==> src/design/alpha_outline_filter_assert.svh <==
// assertion macros shared by the alpha outline filter modules
// expects signals clk and rst in the scope of each use
`ifndef ALPHA_OUTLINE_FILTER_ASSERT_SVH
`define ALPHA_OUTLINE_FILTER_ASSERT_SVH

// same-cycle implication, off during reset
`define AOF_ASSERT_IMP(label, ante, cons, msg) \
  label: assert property (@(posedge clk) disable iff (rst) (ante) |-> (cons)) \
    else $error(msg);

// next-cycle implication, off during reset
`define AOF_ASSERT_NXT(label, ante, cons, msg) \
  label: assert property (@(posedge clk) disable iff (rst) (ante) |=> (cons)) \
    else $error(msg);

`endif

==> src/design/aof_queue.sv <==
// small register queue that parts the front from the back
// no dependencies
`default_nettype none

module aof_queue #(
  parameter int WIDTH = 64,
  parameter int DEPTH = 2
) (
  input  wire logic             clk,
  input  wire logic             rst,
  input  wire logic             push,
  input  wire logic [WIDTH-1:0] push_data,
  output logic                  full,
  input  wire logic             pop,
  output logic                  pop_valid,
  output logic      [WIDTH-1:0] pop_data
);

  localparam int PW = (DEPTH > 1) ? $clog2(DEPTH) : 1;
  localparam int NW = $clog2(DEPTH + 1);

  logic [WIDTH-1:0] entries [DEPTH];
  logic [PW-1:0]    wr_ptr;
  logic [PW-1:0]    rd_ptr;
  logic [NW-1:0]    count;

  assign full      = (count == NW'(DEPTH));
  assign pop_valid = (count != '0);
  assign pop_data  = entries[rd_ptr];

  // storage
  always_ff @(posedge clk) begin
    if (push) begin
      entries[wr_ptr] <= push_data;
    end
  end

  // pointers and fill level
  always_ff @(posedge clk) begin
    if (rst) begin
      wr_ptr <= '0;
      rd_ptr <= '0;
      count  <= '0;
    end else begin
      if (push) begin
        wr_ptr <= (wr_ptr == PW'(DEPTH - 1)) ? '0 : wr_ptr + PW'(1);
      end
      if (pop) begin
        rd_ptr <= (rd_ptr == PW'(DEPTH - 1)) ? '0 : rd_ptr + PW'(1);
      end
      case ({push, pop})
        2'b10:   count <= count + NW'(1);
        2'b01:   count <= count - NW'(1);
        default: count <= count;
      endcase
    end
  end

endmodule

`default_nettype wire

==> config.mk <==
export PLATFORM = sky130hd
export DESIGN_NAME = aof_queue
export DESIGN_NICKNAME = d
export VERILOG_FILES = /design/src/design/alpha_outline_filter_assert.svh /design/src/design/aof_queue.sv
export SDC_FILE = /design/constraint.sdc
export NUM_CORES = 1
export LEC_CHECK = 0
export BUFFER_PORTS_ARGS = -buffer_cell sky130_fd_sc_hd__buf_2
export CAP_MARGIN = 10
export CORE_MARGIN = 10
export CORE_UTILIZATION = 50
export CTS_CLUSTER_DIAMETER = 100
export DETAILED_ROUTE_END_ITERATION = 8
export PLACE_DENSITY_LB_ADDON = 0.1
export SETUP_SLACK_MARGIN = 0.2
export SLEW_MARGIN = 25
export SYNTH_ARGS = -nofsm -noshare
export SYNTH_HDL_FRONTEND = slang
export SYNTH_SLANG_ARGS = --single-unit
==> constraint.sdc <==
create_clock -name clk -period 7.6 [get_ports clk]
set_clock_uncertainty 0.2 [all_clocks]
set_input_delay 0.38 -clock clk [delete_from_list [all_inputs] [get_ports clk]]
set_output_delay 0.38 -clock clk [all_outputs]
set_load 0.01 [all_outputs]
======== After elaboration in Yosys (flattened, before gate mapping) ========
Memory sizes are Yosys's and may differ from the RTL's. A register that Yosys moved wholly into a read port is not among the register bits.
Cells that the tools add are included.
operators by class
  $add $sub $neg .......................... 4
  equality and inequality tests ........... 3
  mux-type cells .......................... 7
  reductions and logical operators ........ 2
operator list
  cell                   count
  $mux W1                6
  $eq A2 B2 Y1 const B   2
  $pmux W2 S2            1
  $reduce_bool A2 Y1     2
  $add A1 B1 Y1 const B  2
  $add A2 B1 Y2 const B  1
  $eq A2 B1 Y1 const B   1
  $sub A2 B1 Y2 const B  1
word-level totals
  register bits ........................... 4
  bits in writable memories ............... 128
  output and inout bits ................... 66
  word-level logic and storage cells ...... 20
  memories kept ........................... 1
memory list
  name     words  bits a word  read ports  clocked after Yosys merged registers in  wr ports  RTL line         text
  entries  2      64           1           1                                        1         aof_queue.sv:22  logic [WIDTH-1:0] entries [DEPTH];

======== Longest topological paths before layout ========
  depth after elaboration ................. 4
  mapped depth ............................ 5
  depth with buffers taken out ............ 5

======== Worst setup path before layout ========
OpenSTA, ideal clock, no wires.
  path type ............................... input-to-reg
  start point ............................. in push
  end point ............................... mem entries[0][0], enable pin
  setup time .............................. 488 ps
  arrival time ............................ 3,123 ps
  data required time ...................... 6,912 ps
  path slack .............................. 3,789 ps
  stages .................................. 2
  path through ............................ inv_1 -> nor2_1
between the ends
  cells in the longest elaborated chain, start to end .. 2
ends and longest elaborated chain
  element                        RTL line         text
  start, declared                aof_queue.sv:11  input wire logic push,
  $mux W1                        aof_queue.sv:33  if (push) begin
  $mux W1 (not written as such)  aof_queue.sv:34  entries[wr_ptr] <= push_data;
  end, declared                  aof_queue.sv:22
No other way between the ends.

==> out/results.ini <==
[yosys]
synth_cells = 221
synth_simple_gate_area_share_pct = 0.960
netlist_area_um2 = 4820
synth_seq_cells = 133
ys_seq_area_share_pct = 81.8
synth_top_family_by_area = multiplexers
synth-adder-area-share_pct = 0.259
synth_edf_count = 128
syn_avg_cell_area_um2 = 21.8
synth_ff_type = edfxtp_1
yosys-mux-area-fraction_pct = 14.9
ys_types = 16
synth_fp_nets = 290
yosys_warnings = 0
synth_xor_area_share_pct = 0.727
synth_compound_area_share_pct = 0.208
async_reset_ff_share_pct = 0

[routing]
wl_mm = 10.3
routedWlPerCell_um = 17.8
via_count = 2764
viasPerCell = 4.79
first_pass_iters = 4
drc = 0
ant_nets = 0
drt_iter0_markers = 157

[pwr]
powerDensity_nw_per_um2 = 277
power_frac_comb_pct = 10.4
p_leak_nw = 2.65
swShare_pct = 20.8
fin_total_pwr_mw = 1.92
p_seq_share_pct = 45.4
intPower_mw = 1.52
power.share.clock_pct = 44.2
ir_drop_uv = 163
p_sw_uw = 399

[setup_path]
crit_chain = buf_4, mux2_2, buf_2
endpoint_kind = output port
path_buf_inv = 2
worstPathArrival_ns = 2.42
critPathTopFamily = flip-flops
reg2reg_from = wr_ptr
required_ns = 7.02
worstSetupStartpointType = flip-flop
critPathKind = flip-flop to output port
crit_path_top_delay_cell = dfxtp_2
cp_max_fo = 36
slowest_delay_ns = 0.78

[die]
core-area_um2 = 9330
num_rows = 35
fp.dieH_um = 118
ios = 134
dieArea_um2 = 14000
dieWidth_um = 118
start_util_pct = 51.7

[final_layout]
postLayoutCellArea_um2 = 6920
n_antenna_cell = 0
drive_gt1_share_pct = 52.0
nets = 505
syn_to_final_growth_pct = 43.6

[outcome]
outcome = finished clean

[global_routing]
grt_antenna_before_repair = 0
grt_pass1_wl_mm = 16.3
grt_usage_pct = 15.0
grt_overflow = 0
grt_pass1_vias = 3147
grt_max_degree = 65

[clock_network]
clockRootBuffer = clkbuf_8
clk_latency_ns = 0.51
numCtsBuffers = 17
clkTransAtPathRegs_ns = 0.06
clockBufferDepth = 2
clock-sinks = 133
post_cts_resized = 0
cts_max_level = 4
tritoncts = yes
post_cts_buffers = 0

[timing]
slew_headroom_pct = 43.0
hold_viol = 0
max_slew.worst_pin.slew_ns = 0.855
finalSetupTns_ns = 0
post-route-min-period_ns = 3.00
grt_setup_unrepaired = false
finalSetupViolCount = 0
slew_viol_final = 0
clock.fmax_ghz = 0.333
hold_ws_ns = 0.310
period_share_pct = 39.5

[placement]
dpl_cell_area_um2 = 5630
hpwl_mm = 6.24
io_buffers = 133
gp_congestion = 0.712

[hold_path]
hp-class = flip-flop to flip-flop
hp-start = count[1]

[run]
drv_cap = 0

placed cells by master (no fill, tap or decap), drive strengths merged:
cell / n
or3: 1
a21oi: 1
o21ai: 1
bufinv: 5
xor2: 1
clkinv: 5
or2: 1
and2b: 1
mux2: 64
edfxtp: 128
and2: 1
buf: 136
clkbuf: 17
dfxtp: 5
dlygate4sd3: 67
nor2: 5
inv: 3
ha: 1
xnor2: 3
clkinvlp: 2
sequential cells by signal, summed over array words and instances (netlist names), named ones only:
| signal | count |
|---|---|
| rd_ptr | 1 |
| wr_ptr | 1 |
| count | 2 |
| entries | 128 |
tightest hold or removal path, cell delays in order, from the launching register on:
cell	delay (ns)
dfxtp_1	0.33
o21ai_0	0.08
a21oi_1	0.06
cell families (layout without fill, tap and decap cells):
family	Yosys count	after routing
AND/OR/NAND/NOR	9	9
AO/OA/AOI/OAI	2	2
adder cells (fa/ha/maj)	1	1
flip-flops	133	133
multiplexers	64	64
buffers and inverters	8	235
XOR/XNOR	4	4
metrics by stage:
| stage | std cells | setup WS (ns) | util [%] |
|---|---|---|---|
| finish | 577 | 4.60 | 74.2 |
| global route | 577 | 4.46 | 74.2 |
| CTS | 577 | 4.56 | 74.2 |
| detailed placement | 479 | 5.11 | 60.4 |
| global placement | 479 | 5.12 | 60.4 |
| floorplan | 221 | 3.79 | - |
metal layers:
metal,global-route usage [%],share of wire (%),wire [µm],up-vias
met5,0,0,0,-
met2,24.9,51,5210,104
met4,6.18,1.7,175,0
li1,-,-,-,1305
met1,16.5,40,4160,1340
met3,6.47,7.2,739,15
power groups by stage:
stage                     logic [mW]  registers (mW)  clock network, mW
after floorplan                0.103           0.880                  0
after global placement         0.173           0.886                  0
after detailed placement       0.174           0.887                  0
after CTS                      0.203           0.872              0.862
after global routing           0.218           0.877              0.895
final                          0.200           0.872              0.848
worst paths after layout:
path / slack (ns) / cells after the start / end
setup / recovery: 4.60 / 3 / pop_data[7]
hold / removal: 0.31 / 2 / count[1]
setup reg to reg: 5.36 / 2 / entries[1][28]
hold reg to reg: 0.31 / 2 / count[1]
synthesized netlist by cell type (3+ instances only):
| cell type | instances | area share, % |
|---|---|---|
| nor2_1 | 5 | 0.39 |
| edfxtp_1 | 128 | 80 |
| mux2_2 | 64 | 15 |
| dfxtp_1 | 5 | 2.1 |
| buf_4 | 6 | 0.93 |
| xnor2_1 | 3 | 0.54 |
what timing repair did:
item | 4_1_cts | 5_1_grt
hold buffers | 67 | 0
hold endpoints to repair | 133 | 0
setup endpoints to repair | 0 | 0
cell type report:
class,count,area [µm²]
clock buffer,17,414
fill,568,2400
tap,129,161
timing repair buffer,203,1360
clock inverter,14,208
inverter,1,3.75
sequential,133,3950
multi-input combinational,80,833
Note: power is estimated with default switching activity, not from simulation.
